## src/rtl/cpsat_pkg.sv

```systemverilog
// Shared types and constants for the convex polygon overlap core.
// No dependencies; used by every module of the core.
`default_nettype none
package cpsat_pkg;

    localparam int MAX_VERTS_DEF  = 16;
    localparam int COORD_BITS_DEF = 16;
    localparam int IN_COORD_W     = 16;
    localparam int SAT_W          = 25;
    localparam int OUT_DATA_W     = 8;

    typedef logic [1:0] tag_t;
    localparam tag_t TAG_NONE = 2'd0;
    localparam tag_t TAG_PREV = 2'd1;
    localparam tag_t TAG_EDGE = 2'd2;
    localparam tag_t TAG_PROJ = 2'd3;

    typedef logic [1:0] status_t;
    localparam status_t STAT_OK    = 2'd0;
    localparam status_t STAT_EMPTY = 2'd1;
    localparam status_t STAT_OVF   = 2'd2;

    typedef struct packed {
        logic ld;
        logic rd_en;
        logic rd_b;
        tag_t tag;
        logic first;
        logic clr;
    } cmd_t;

    typedef struct packed {
        logic ovf;
        logic sep;
    } sts_t;

endpackage
`default_nettype wire

```

## src/rtl/convex_polygon_sat_overlap_core.sv

```systemverilog
// Load: one vertex per cycle, s_tready high whenever no test is running.
// Test: a setup step, then per polygon a fetch of its closing vertex and, per edge, a sweep
// over the vertices of both polygons through the one read port of each vertex RAM; early exit
// on a gap. The result then sits in an output register while loading continues. Synchronous
// active-low reset clears counts and control; vertex RAMs are not cleared.
`default_nettype none
module convex_polygon_sat_overlap_core #(
    parameter int MAX_VERTS  = cpsat_pkg::MAX_VERTS_DEF,
    parameter int COORD_BITS = cpsat_pkg::COORD_BITS_DEF
) (
    input  wire logic        aclk,
    input  wire logic        aresetn,
    input  wire logic        s_tvalid,
    output logic             s_tready,
    input  wire logic [31:0] s_tdata,   // vertex_x [15:0], vertex_y [31:16]
    input  wire logic [0:0]  s_tuser,   // req_type [0]
    input  wire logic        s_tlast,   // last_vertex
    output logic             m_tvalid,
    input  wire logic        m_tready,
    output logic [cpsat_pkg::OUT_DATA_W-1:0] m_tdata  // overlap [0], status [2:1], zero [7:3]
);

    localparam int ADDR_W = $clog2(MAX_VERTS);
    localparam int CNT_W  = $clog2(MAX_VERTS + 1);

    cpsat_pkg::cmd_t    cmd;
    cpsat_pkg::sts_t    sts;
    cpsat_pkg::status_t status;
    logic               overlap;
    logic [ADDR_W-1:0]  rd_addr;
    logic [CNT_W-1:0]   cnt_a, cnt_b;

    cpsat_ctrl #(.MAX_VERTS(MAX_VERTS)) u_ctrl (
        .aclk      (aclk),
        .aresetn   (aresetn),
        .s_tvalid  (s_tvalid),
        .s_tready  (s_tready),
        .s_b       (s_tuser[0]),
        .s_last    (s_tlast),
        .m_tvalid  (m_tvalid),
        .m_tready  (m_tready),
        .m_overlap (overlap),
        .m_status  (status),
        .cmd       (cmd),
        .rd_addr   (rd_addr),
        .sts       (sts),
        .cnt_a     (cnt_a),
        .cnt_b     (cnt_b)
    );

    cpsat_dp #(.MAX_VERTS(MAX_VERTS), .COORD_BITS(COORD_BITS)) u_dp (
        .aclk    (aclk),
        .aresetn (aresetn),
        .cmd     (cmd),
        .rd_addr (rd_addr),
        .in_b    (s_tuser[0]),
        .in_x    (s_tdata[15:0]),
        .in_y    (s_tdata[31:16]),
        .sts     (sts),
        .cnt_a   (cnt_a),
        .cnt_b   (cnt_b)
    );

    assign m_tdata = {{(cpsat_pkg::OUT_DATA_W - 3){1'b0}}, status, overlap};

endmodule
`default_nettype wire

```

## src/rtl/cpsat_ram.sv

```systemverilog
// Generic single-write, single-read RAM with registered read data.
// Depends on cpsat_pkg for its parameter defaults.
`default_nettype none
module cpsat_ram #(
    parameter int WIDTH = 2 * cpsat_pkg::COORD_BITS_DEF,
    parameter int DEPTH = cpsat_pkg::MAX_VERTS_DEF,
    localparam int AW   = $clog2(DEPTH)
) (
    input  wire logic             aclk,
    input  wire logic             we,
    input  wire logic [AW-1:0]    waddr,
    input  wire logic [WIDTH-1:0] wdata,
    input  wire logic             re,
    input  wire logic [AW-1:0]    raddr,
    output logic      [WIDTH-1:0] rdata
);

    logic [WIDTH-1:0] mem_reg [DEPTH];
    logic [WIDTH-1:0] rdata_reg;

    always_ff @(posedge aclk) begin
        if (we) begin
            mem_reg[waddr] <= wdata;
        end
        if (re) begin
            rdata_reg <= mem_reg[raddr];
        end
    end

    assign rdata = rdata_reg;

endmodule
`default_nettype wire

```

## src/rtl/cpsat_dp.sv

```systemverilog
// Datapath: vertex stores, counts, edge normal, projection pipeline, intervals.
// Depends on cpsat_pkg and cpsat_ram.
`default_nettype none
module cpsat_dp #(
    parameter int MAX_VERTS  = cpsat_pkg::MAX_VERTS_DEF,
    parameter int COORD_BITS = cpsat_pkg::COORD_BITS_DEF,
    localparam int ADDR_W    = $clog2(MAX_VERTS),
    localparam int CNT_W     = $clog2(MAX_VERTS + 1)
) (
    input  wire logic                                       aclk,
    input  wire logic                                       aresetn,
    input  wire cpsat_pkg::cmd_t                            cmd,
    input  wire logic [ADDR_W-1:0]                          rd_addr,
    input  wire logic                                       in_b,
    input  wire logic signed [cpsat_pkg::IN_COORD_W-1:0]    in_x,
    input  wire logic signed [cpsat_pkg::IN_COORD_W-1:0]    in_y,
    output cpsat_pkg::sts_t                                 sts,
    output logic [CNT_W-1:0]                                cnt_a,
    output logic [CNT_W-1:0]                                cnt_b
);

    localparam int CB = COORD_BITS;
    localparam int AW = CB + 1;
    localparam int PW = 2 * CB + 1;
    localparam int DW = PW + 1;
    localparam int WW = 2 * CB;
    localparam logic signed [cpsat_pkg::SAT_W-1:0] C_HI =
        cpsat_pkg::SAT_W'((1 << (COORD_BITS - 1)) - 1);
    localparam logic signed [cpsat_pkg::SAT_W-1:0] C_LO =
        cpsat_pkg::SAT_W'(-(1 << (COORD_BITS - 1)));

    logic signed [cpsat_pkg::SAT_W-1:0] ext_x, ext_y, sat_x, sat_y;
    logic [WW-1:0] wr_word;

    always_comb begin
        ext_x = cpsat_pkg::SAT_W'(in_x);
        ext_y = cpsat_pkg::SAT_W'(in_y);
        priority if (ext_x > C_HI) begin
            sat_x = C_HI;
        end else if (ext_x < C_LO) begin
            sat_x = C_LO;
        end else begin
            sat_x = ext_x;
        end
        priority if (ext_y > C_HI) begin
            sat_y = C_HI;
        end else if (ext_y < C_LO) begin
            sat_y = C_LO;
        end else begin
            sat_y = ext_y;
        end
    end

    assign wr_word = {sat_y[CB-1:0], sat_x[CB-1:0]};

    // vertex counts and overflow flag
    logic [CNT_W-1:0] cnt_a_reg, cnt_a_next, cnt_b_reg, cnt_b_next;
    logic             ovf_reg, ovf_next;
    logic             full_a, full_b, we_a, we_b;

    assign full_a = (cnt_a_reg == CNT_W'(MAX_VERTS));
    assign full_b = (cnt_b_reg == CNT_W'(MAX_VERTS));
    assign we_a   = cmd.ld && !in_b && !full_a;
    assign we_b   = cmd.ld && in_b && !full_b;

    always_comb begin
        cnt_a_next = cnt_a_reg;
        cnt_b_next = cnt_b_reg;
        ovf_next   = ovf_reg;
        priority if (cmd.clr) begin
            cnt_a_next = '0;
            cnt_b_next = '0;
            ovf_next   = 1'b0;
        end else if (cmd.ld) begin
            if (in_b) begin
                if (full_b) begin
                    ovf_next = 1'b1;
                end else begin
                    cnt_b_next = cnt_b_reg + CNT_W'(1);
                end
            end else begin
                if (full_a) begin
                    ovf_next = 1'b1;
                end else begin
                    cnt_a_next = cnt_a_reg + CNT_W'(1);
                end
            end
        end
    end

    always_ff @(posedge aclk) begin
        if (!aresetn) begin
            cnt_a_reg <= '0;
            cnt_b_reg <= '0;
            ovf_reg   <= 1'b0;
        end else begin
            cnt_a_reg <= cnt_a_next;
            cnt_b_reg <= cnt_b_next;
            ovf_reg   <= ovf_next;
        end
    end

    assign cnt_a = cnt_a_reg;
    assign cnt_b = cnt_b_reg;

    logic [WW-1:0] rdata_a, rdata_b;

    cpsat_ram #(.WIDTH(WW), .DEPTH(MAX_VERTS)) u_ram_a (
        .aclk  (aclk),
        .we    (we_a),
        .waddr (cnt_a_reg[ADDR_W-1:0]),
        .wdata (wr_word),
        .re    (cmd.rd_en && !cmd.rd_b),
        .raddr (rd_addr),
        .rdata (rdata_a)
    );

    cpsat_ram #(.WIDTH(WW), .DEPTH(MAX_VERTS)) u_ram_b (
        .aclk  (aclk),
        .we    (we_b),
        .waddr (cnt_b_reg[ADDR_W-1:0]),
        .wdata (wr_word),
        .re    (cmd.rd_en && cmd.rd_b),
        .raddr (rd_addr),
        .rdata (rdata_b)
    );

    // tag pipeline, aligned with read data, products and dot product
    cpsat_pkg::tag_t tag_d1_reg, tag_d2_reg, tag_d3_reg;
    logic b_d1_reg, b_d2_reg, b_d3_reg;
    logic first_d1_reg, first_d2_reg, first_d3_reg;

    always_ff @(posedge aclk) begin
        if (!aresetn) begin
            tag_d1_reg <= cpsat_pkg::TAG_NONE;
            tag_d2_reg <= cpsat_pkg::TAG_NONE;
            tag_d3_reg <= cpsat_pkg::TAG_NONE;
        end else begin
            tag_d1_reg <= cmd.rd_en ? cmd.tag : cpsat_pkg::TAG_NONE;
            tag_d2_reg <= tag_d1_reg;
            tag_d3_reg <= tag_d2_reg;
        end
        b_d1_reg     <= cmd.rd_b;
        b_d2_reg     <= b_d1_reg;
        b_d3_reg     <= b_d2_reg;
        first_d1_reg <= cmd.first;
        first_d2_reg <= first_d1_reg;
        first_d3_reg <= first_d2_reg;
    end

    logic [WW-1:0]        word;
    logic signed [CB-1:0] cur_x, cur_y;

    assign word  = b_d1_reg ? rdata_b : rdata_a;
    assign cur_x = word[CB-1:0];
    assign cur_y = word[WW-1:CB];

    // edge normal: (-(yi - yj), xi - xj) with j the previous vertex
    logic signed [CB-1:0] prev_x_reg, prev_y_reg;
    logic signed [AW-1:0] ax_reg, ay_reg;
    logic signed [PW-1:0] px_reg, py_reg;
    logic signed [DW-1:0] dot_reg;

    always_ff @(posedge aclk) begin
        if (tag_d1_reg == cpsat_pkg::TAG_PREV || tag_d1_reg == cpsat_pkg::TAG_EDGE) begin
            prev_x_reg <= cur_x;
            prev_y_reg <= cur_y;
        end
        if (tag_d1_reg == cpsat_pkg::TAG_EDGE) begin
            ax_reg <= AW'(prev_y_reg) - AW'(cur_y);
            ay_reg <= AW'(cur_x) - AW'(prev_x_reg);
        end
        px_reg  <= PW'(ax_reg) * PW'(cur_x);
        py_reg  <= PW'(ay_reg) * PW'(cur_y);
        dot_reg <= DW'(px_reg) + DW'(py_reg);
    end

    // projection intervals
    logic signed [DW-1:0] min_a_reg, max_a_reg, min_b_reg, max_b_reg;

    always_ff @(posedge aclk) begin
        if (tag_d3_reg == cpsat_pkg::TAG_PROJ) begin
            if (b_d3_reg) begin
                if (first_d3_reg || dot_reg < min_b_reg) begin
                    min_b_reg <= dot_reg;
                end
                if (first_d3_reg || dot_reg > max_b_reg) begin
                    max_b_reg <= dot_reg;
                end
            end else begin
                if (first_d3_reg || dot_reg < min_a_reg) begin
                    min_a_reg <= dot_reg;
                end
                if (first_d3_reg || dot_reg > max_a_reg) begin
                    max_a_reg <= dot_reg;
                end
            end
        end
    end

    assign sts.sep = (min_a_reg > max_b_reg) || (min_b_reg > max_a_reg);
    assign sts.ovf = ovf_reg;

endmodule
`default_nettype wire

```

## src/rtl/cpsat_ctrl.sv

```systemverilog
// Controller: load handshake, edge and sweep sequencing, result register.
// Depends on cpsat_pkg; drives cpsat_dp through cmd_t and reads sts_t.
`default_nettype none
module cpsat_ctrl #(
    parameter int MAX_VERTS = cpsat_pkg::MAX_VERTS_DEF,
    localparam int ADDR_W   = $clog2(MAX_VERTS),
    localparam int CNT_W    = $clog2(MAX_VERTS + 1)
) (
    input  wire logic                aclk,
    input  wire logic                aresetn,
    input  wire logic                s_tvalid,
    output logic                     s_tready,
    input  wire logic                s_b,
    input  wire logic                s_last,
    output logic                     m_tvalid,
    input  wire logic                m_tready,
    output logic                     m_overlap,
    output cpsat_pkg::status_t       m_status,
    output cpsat_pkg::cmd_t          cmd,
    output logic [ADDR_W-1:0]        rd_addr,
    input  wire cpsat_pkg::sts_t     sts,
    input  wire logic [CNT_W-1:0]    cnt_a,
    input  wire logic [CNT_W-1:0]    cnt_b
);

    localparam logic [3:0] ST_LOAD    = 4'd0;
    localparam logic [3:0] ST_CHECK   = 4'd1;
    localparam logic [3:0] ST_PRIME   = 4'd2;
    localparam logic [3:0] ST_PRIME_W = 4'd3;
    localparam logic [3:0] ST_EDGE    = 4'd4;
    localparam logic [3:0] ST_EDGE_W  = 4'd5;
    localparam logic [3:0] ST_SWEEP   = 4'd6;
    localparam logic [3:0] ST_DRAIN   = 4'd7;
    localparam logic [3:0] ST_DECIDE  = 4'd8;
    localparam logic [3:0] ST_EMIT    = 4'd9;

    localparam logic [1:0] DRAIN_LAST = 2'd2;

    logic [3:0]         state_reg, state_next;
    logic [CNT_W-1:0]   idx_reg, idx_next, k_reg, k_next;
    logic               edge_b_reg, edge_b_next, sweep_b_reg, sweep_b_next;
    logic [1:0]         drn_reg, drn_next;
    logic               res_ov_reg, res_ov_next;
    cpsat_pkg::status_t res_st_reg, res_st_next;
    logic               m_tvalid_reg, m_tvalid_next;
    logic               out_ov_reg, out_ov_next;
    cpsat_pkg::status_t out_st_reg, out_st_next;

    logic [CNT_W-1:0] n_edge_m1, n_sweep_m1;
    logic             out_free;

    assign n_edge_m1  = (edge_b_reg ? cnt_b : cnt_a) - CNT_W'(1);
    assign n_sweep_m1 = (sweep_b_reg ? cnt_b : cnt_a) - CNT_W'(1);
    assign out_free   = !m_tvalid_reg || m_tready;

    always_comb begin
        state_next    = state_reg;
        idx_next      = idx_reg;
        k_next        = k_reg;
        edge_b_next   = edge_b_reg;
        sweep_b_next  = sweep_b_reg;
        drn_next      = drn_reg;
        res_ov_next   = res_ov_reg;
        res_st_next   = res_st_reg;
        m_tvalid_next = m_tvalid_reg && !m_tready;
        out_ov_next   = out_ov_reg;
        out_st_next   = out_st_reg;
        cmd           = '0;
        cmd.tag       = cpsat_pkg::TAG_NONE;
        rd_addr       = '0;
        unique case (state_reg)
            ST_LOAD: begin
                cmd.ld = s_tvalid;
                if (s_tvalid && s_b && s_last) begin
                    state_next = ST_CHECK;
                end
            end
            ST_CHECK: begin
                res_ov_next = 1'b0;
                priority if (sts.ovf) begin
                    res_st_next = cpsat_pkg::STAT_OVF;
                    state_next  = ST_EMIT;
                end else if (cnt_a == '0 || cnt_b == '0) begin
                    res_st_next = cpsat_pkg::STAT_EMPTY;
                    state_next  = ST_EMIT;
                end else begin
                    res_st_next = cpsat_pkg::STAT_OK;
                    edge_b_next = 1'b0;
                    idx_next    = '0;
                    state_next  = ST_PRIME;
                end
            end
            ST_PRIME: begin
                cmd.rd_en  = 1'b1;
                cmd.rd_b   = edge_b_reg;
                cmd.tag    = cpsat_pkg::TAG_PREV;
                rd_addr    = n_edge_m1[ADDR_W-1:0];
                state_next = ST_PRIME_W;
            end
            ST_PRIME_W: begin
                state_next = ST_EDGE;
            end
            ST_EDGE: begin
                cmd.rd_en  = 1'b1;
                cmd.rd_b   = edge_b_reg;
                cmd.tag    = cpsat_pkg::TAG_EDGE;
                rd_addr    = idx_reg[ADDR_W-1:0];
                state_next = ST_EDGE_W;
            end
            ST_EDGE_W: begin
                k_next       = '0;
                sweep_b_next = 1'b0;
                state_next   = ST_SWEEP;
            end
            ST_SWEEP: begin
                cmd.rd_en = 1'b1;
                cmd.rd_b  = sweep_b_reg;
                cmd.tag   = cpsat_pkg::TAG_PROJ;
                cmd.first = (k_reg == '0);
                rd_addr   = k_reg[ADDR_W-1:0];
                if (k_reg == n_sweep_m1) begin
                    k_next = '0;
                    if (!sweep_b_reg) begin
                        sweep_b_next = 1'b1;
                    end else begin
                        drn_next   = '0;
                        state_next = ST_DRAIN;
                    end
                end else begin
                    k_next = k_reg + CNT_W'(1);
                end
            end
            ST_DRAIN: begin
                if (drn_reg == DRAIN_LAST) begin
                    state_next = ST_DECIDE;
                end else begin
                    drn_next = drn_reg + 2'd1;
                end
            end
            ST_DECIDE: begin
                priority if (sts.sep) begin
                    res_ov_next = 1'b0;
                    state_next  = ST_EMIT;
                end else if (idx_reg == n_edge_m1) begin
                    idx_next = '0;
                    if (!edge_b_reg) begin
                        edge_b_next = 1'b1;
                        state_next  = ST_PRIME;
                    end else begin
                        res_ov_next = 1'b1;
                        state_next  = ST_EMIT;
                    end
                end else begin
                    idx_next   = idx_reg + CNT_W'(1);
                    state_next = ST_EDGE;
                end
            end
            ST_EMIT: begin
                if (out_free) begin
                    m_tvalid_next = 1'b1;
                    out_ov_next   = res_ov_reg;
                    out_st_next   = res_st_reg;
                    cmd.clr       = 1'b1;
                    state_next    = ST_LOAD;
                end
            end
            default: begin
                state_next = ST_LOAD;
            end
        endcase
    end

    always_ff @(posedge aclk) begin
        if (!aresetn) begin
            state_reg    <= ST_LOAD;
            m_tvalid_reg <= 1'b0;
        end else begin
            state_reg    <= state_next;
            m_tvalid_reg <= m_tvalid_next;
        end
        idx_reg     <= idx_next;
        k_reg       <= k_next;
        edge_b_reg  <= edge_b_next;
        sweep_b_reg <= sweep_b_next;
        drn_reg     <= drn_next;
        res_ov_reg  <= res_ov_next;
        res_st_reg  <= res_st_next;
        out_ov_reg  <= out_ov_next;
        out_st_reg  <= out_st_next;
    end

    assign s_tready  = (state_reg == ST_LOAD);
    assign m_tvalid  = m_tvalid_reg;
    assign m_overlap = out_ov_reg;
    assign m_status  = out_st_reg;

endmodule
`default_nettype wire

```

## config.mk

```make
export PLATFORM = sky130hd
export DESIGN_NAME = convex_polygon_sat_overlap_core
export DESIGN_NICKNAME = d
export VERILOG_FILES = /design/src/rtl/cpsat_pkg.sv /design/src/rtl/convex_polygon_sat_overlap_core.sv /design/src/rtl/cpsat_ram.sv /design/src/rtl/cpsat_dp.sv /design/src/rtl/cpsat_ctrl.sv
export SDC_FILE = /design/constraint.sdc
export NUM_CORES = 2
export LEC_CHECK = 0
export ABC_AREA = 1
export BUFFER_PORTS_ARGS = -buffer_cell sky130_fd_sc_hd__buf_2
export CORE_MARGIN = 2
export CORE_UTILIZATION = 55
export CTS_CLUSTER_DIAMETER = 120
export DETAILED_ROUTE_END_ITERATION = 8
export PLACE_DENSITY = 0.75
export SYNTH_ARGS = -nofsm -noshare
export SYNTH_HDL_FRONTEND = slang
export SYNTH_SLANG_ARGS = --single-unit
export TNS_END_PERCENT = 5
```

## constraint.sdc

```tcl
create_clock -name aclk -period 9.1 [get_ports aclk]
set_clock_uncertainty 0.15 [all_clocks]
set_input_delay 1.82 -clock aclk [delete_from_list [all_inputs] [get_ports aclk]]
set_output_delay 1.82 -clock aclk [all_outputs]
set_load 0.1 [all_outputs]
```

==> flow_metrics.tcl <==
set metrics [dict create \
    outcome "finished, final reports clean" \
    async_flop_share 0 \
    hold_class "reg2reg" \
    areaGrowthSynthToFinish_pct 9.10 \
    drtIter0Drc 5762 \
    post-dp-hpwl_mm 145 \
    crit_path_max_fanout 21 \
    most-common-layout-cells "sky130_fd_sc_hd__edfxtp_1 (1310), sky130_fd_sc_hd__inv_1 (988), sky130_fd_sc_hd__nor2_1 (806)" \
    dieWidth_um 390 \
    area_used_by_multi_input_combinational_logic_sq_um 35300 \
    initial_core_util 0.554 \
    finalCritPeriodShare 0.856 \
    route.antenna.remaining_nets 0 \
    grt_setup_unrepaired "false" \
    powerDensity_nw_per_um2 182 \
    share_of_post_route_cells_with_drive_strength_above_1 0.0862 \
    routed_wirelength_mm 219 \
    drc 0 \
    cp-start-kind "flop" \
    worst_setup_hold_path_clk_slew_ns 0.06 \
    overflow_after_grt 0 \
    crit_path_frequent_cell "sky130_fd_sc_hd__inv_1" \
    timing_worst_setup_path_type "reg2reg" \
    worst_slew_pin_slew_ns 1.02 \
    final_common_cell "sky130_fd_sc_hd__edfxtp_1" \
    cp_data_required_time_ns 9.65 \
    hold_slack_ns 0.145 \
    synthFlopType "sky130_fd_sc_hd__edfxtp_1" \
    synth_warnings 0 \
    fmax_ghz 0.128 \
    slowest_delay_ns 0.78 \
    timing.critical_path.slowest_stage_cell "sky130_fd_sc_hd__inv_1" \
    power.ir.vdd_worst_uv 197 \
    worstSetupEndpointType "flop" \
    fin_setup_tns_ns 0 \
    aggregate_global_route_resource_usage 0.291 \
    cts-resized-gates 0 \
    timing.final.ws_setup_ns 1.31 \
    path_buf_inv 7 \
    grt_start_max_net_pins 185 \
    design.die.area_sq_um 152000 \
    cts.htree.levels 4 \
    regToRegSetupSlack_ns 1.31 \
    synth_edf_count 1310 \
    core_area_sq_um 148000 \
    arrival_ns 8.34 \
    clock_sink_count 1438 \
    via_count_of_the_first_global_routing_pass 54900 \
    holdBufCountCts 0 \
    routabilityCongestion 0.992 \
    synth-seq-area-share 0.512 \
    final_net_count 8279 \
    detail_route.vias_per_cell 5.92 \
    filler_cell_count 11500 \
    regArea_sq_um 41900 \
    synth_cell_types 48 \
    numCtsBuffers 146 \
    cp_top_family "adder cells" \
    grt_antenna_before_repair 20 \
    place.port_buffers 42 \
    ctsLongestPathBuffers 3 \
    hold_viol_final 0 \
    totalPowerFinal_w 0.0163 \
    post_cts_setup_inserts 0 \
    setup-violations-final 0 \
    clock_tree.root_cell "sky130_fd_sc_hd__clkbuf_16" \
    placementRows 141 \
    tritoncts "built" \
    dp_slack_ns 1.48 \
    maxSlewViolCount 0 \
    maxSlewHeadroom 0.318 \
    dieHeight_um 390 \
    timing.max_cap.violations 0 \
    drtPass1Iterations 6 \
    period_minus_slack_ns 7.79 \
    vias 55000 \
    grt_pass1_wl_mm 332 \
    synth_cells 7260 \
    ios 48 \
    syn-cell-area_sq_um 81900 \
    route.detailed.wl_per_inst_um 23.6 \
    worstSkewPairLatency_ns 0.81 \
    ys_seq_elements 1438 \
    syn-mean-instance-area_sq_um 11.3 \
    leak_pwr_nw 35.8 \
    critical_path.cell_chain "inv_1 > or2_2 > nand2_1 > inv_1 > nand2_1 > fa_1 > inv_1 > fa_1 > inv_1 > fa_1 > inv_1 > fa_1 > inv_1 > fa_1 > inv_1 > fa_1 > ha_1 > nand2_1 > nor2_1 > nand2_1 > nor4_1 > nand2_1 > o2111ai_1 > xor2_1" \
]
-- area by class of cell --
class,count,area share
sequential,1438,0.469
multi-input combinational,4509,0.395
clock buffer,177,0.0432
inverter,1013,0.0427
tap,1930,0.0270
clock inverter,93,0.0127
timing repair buffer,128,0.0103
antenna,7,0.000196
-- path summary, 6_finish.rpt --
path / start / end / depth (start not counted)
hold / removal: u_dp.first_d2_reg$_DFF_P_ / u_dp.first_d3_reg$_DFF_P_ / 0
setup / recovery: u_dp.b_d1_reg$_DFF_P_ / u_dp.py_reg[31]$_DFF_P_ / 24
hold reg to reg: u_dp.first_d2_reg$_DFF_P_ / u_dp.first_d3_reg$_DFF_P_ / 0
setup reg to reg: u_dp.b_d1_reg$_DFF_P_ / u_dp.py_reg[31]$_DFF_P_ / 24
-- kinds of logic (layout without fill, tap and decap cells) --
logic type               Yosys count  after routing  share of synthesized area
AO/OA/AOI/OAI                   1264           1264                     0.0928
XOR/XNOR                         155            155                     0.0166
adder cells (fa/ha/maj)         1005           1005                      0.204
buffers and inverters           1317           1411                     0.0617
flip-flops                      1438           1438                      0.512
multiplexers                      81             81                    0.00990
other                              1             12                  0.0000458
AND/OR/NAND/NOR                 1999           1999                      0.103
-- where the power goes --
part,internal [W],switching [W],total (W)
clock network,0.00351,0.00266,0.00617
registers,0.00748,0.000298,0.00778
logic,0.000809,0.00149,0.00230
total,0.0118,0.00445,0.0163
-- per-stage QoR --
stage | cell area (sq um) | std cells | utilization
3_3_place_gp | 84300 | 9018 | 0.570
5_1_grt | 89300 | 9292 | 0.604
2_1_floorplan | 81900 | 7264 | -
3_5_place_dp | 84300 | 9018 | 0.570
6_report | 89300 | 9295 | 0.604
4_1_cts | 89300 | 9288 | 0.604
-- cell usage after synthesis, types with 2 or more instances --
library cell	number	area (sq um)
sky130_fd_sc_hd__edfxtp_1	1310	39300
sky130_fd_sc_hd__inv_1	988	3710
sky130_fd_sc_hd__nor2_1	836	3140
sky130_fd_sc_hd__nand2_1	726	2730
sky130_fd_sc_hd__fa_1	555	11100
sky130_fd_sc_hd__o21ai_0	526	2630
sky130_fd_sc_hd__ha_1	450	5630
sky130_fd_sc_hd__o211ai_1	253	1900
sky130_fd_sc_hd__a21oi_1	249	1250
sky130_fd_sc_hd__or2_2	229	1430
sky130_fd_sc_hd__clkbuf_1	216	811
sky130_fd_sc_hd__dfxtp_1	128	2560
sky130_fd_sc_hd__nand3_1	114	571
sky130_fd_sc_hd__o221ai_1	100	876
sky130_fd_sc_hd__xor2_1	95	832
sky130_fd_sc_hd__mux2i_1	81	811
sky130_fd_sc_hd__xnor2_1	60	526
sky130_fd_sc_hd__buf_2	49	245
sky130_fd_sc_hd__nand4_1	39	244
sky130_fd_sc_hd__o21ai_1	37	185
sky130_fd_sc_hd__buf_1	27	101
sky130_fd_sc_hd__nor3_1	26	130
sky130_fd_sc_hd__a21o_1	20	150
sky130_fd_sc_hd__clkinv_1	16	60.1
sky130_fd_sc_hd__a31oi_1	15	93.8
sky130_fd_sc_hd__nor4_1	15	93.8
sky130_fd_sc_hd__a21boi_0	12	90.1
sky130_fd_sc_hd__buf_4	12	90.1
sky130_fd_sc_hd__o21bai_1	12	90.1
sky130_fd_sc_hd__o21a_1	11	82.6
sky130_fd_sc_hd__inv_2	9	33.8
sky130_fd_sc_hd__o31ai_1	7	52.6
sky130_fd_sc_hd__a211oi_1	6	45.0
sky130_fd_sc_hd__o2111ai_1	6	52.6
sky130_fd_sc_hd__nand3b_1	4	30.0
sky130_fd_sc_hd__and2_1	3	18.8
sky130_fd_sc_hd__o22ai_1	3	18.8
sky130_fd_sc_hd__a31o_2	2	17.5
sky130_fd_sc_hd__and3_1	2	12.5
sky130_fd_sc_hd__nand3_2	2	20.0
sky130_fd_sc_hd__nor2_2	2	12.5
-- per-layer routing --
metal / global-route usage / share of wire / vias up
li1: - / - / 24600
met1: 0.390 / 0.39 / 27300
met2: 0.475 / 0.48 / 2598
met3: 0.0460 / 0.085 / 562
met4: 0.124 / 0.046 / 16
met5: 0 / 0.00045 / -
Note: power is estimated with default switching activity, not from simulation.
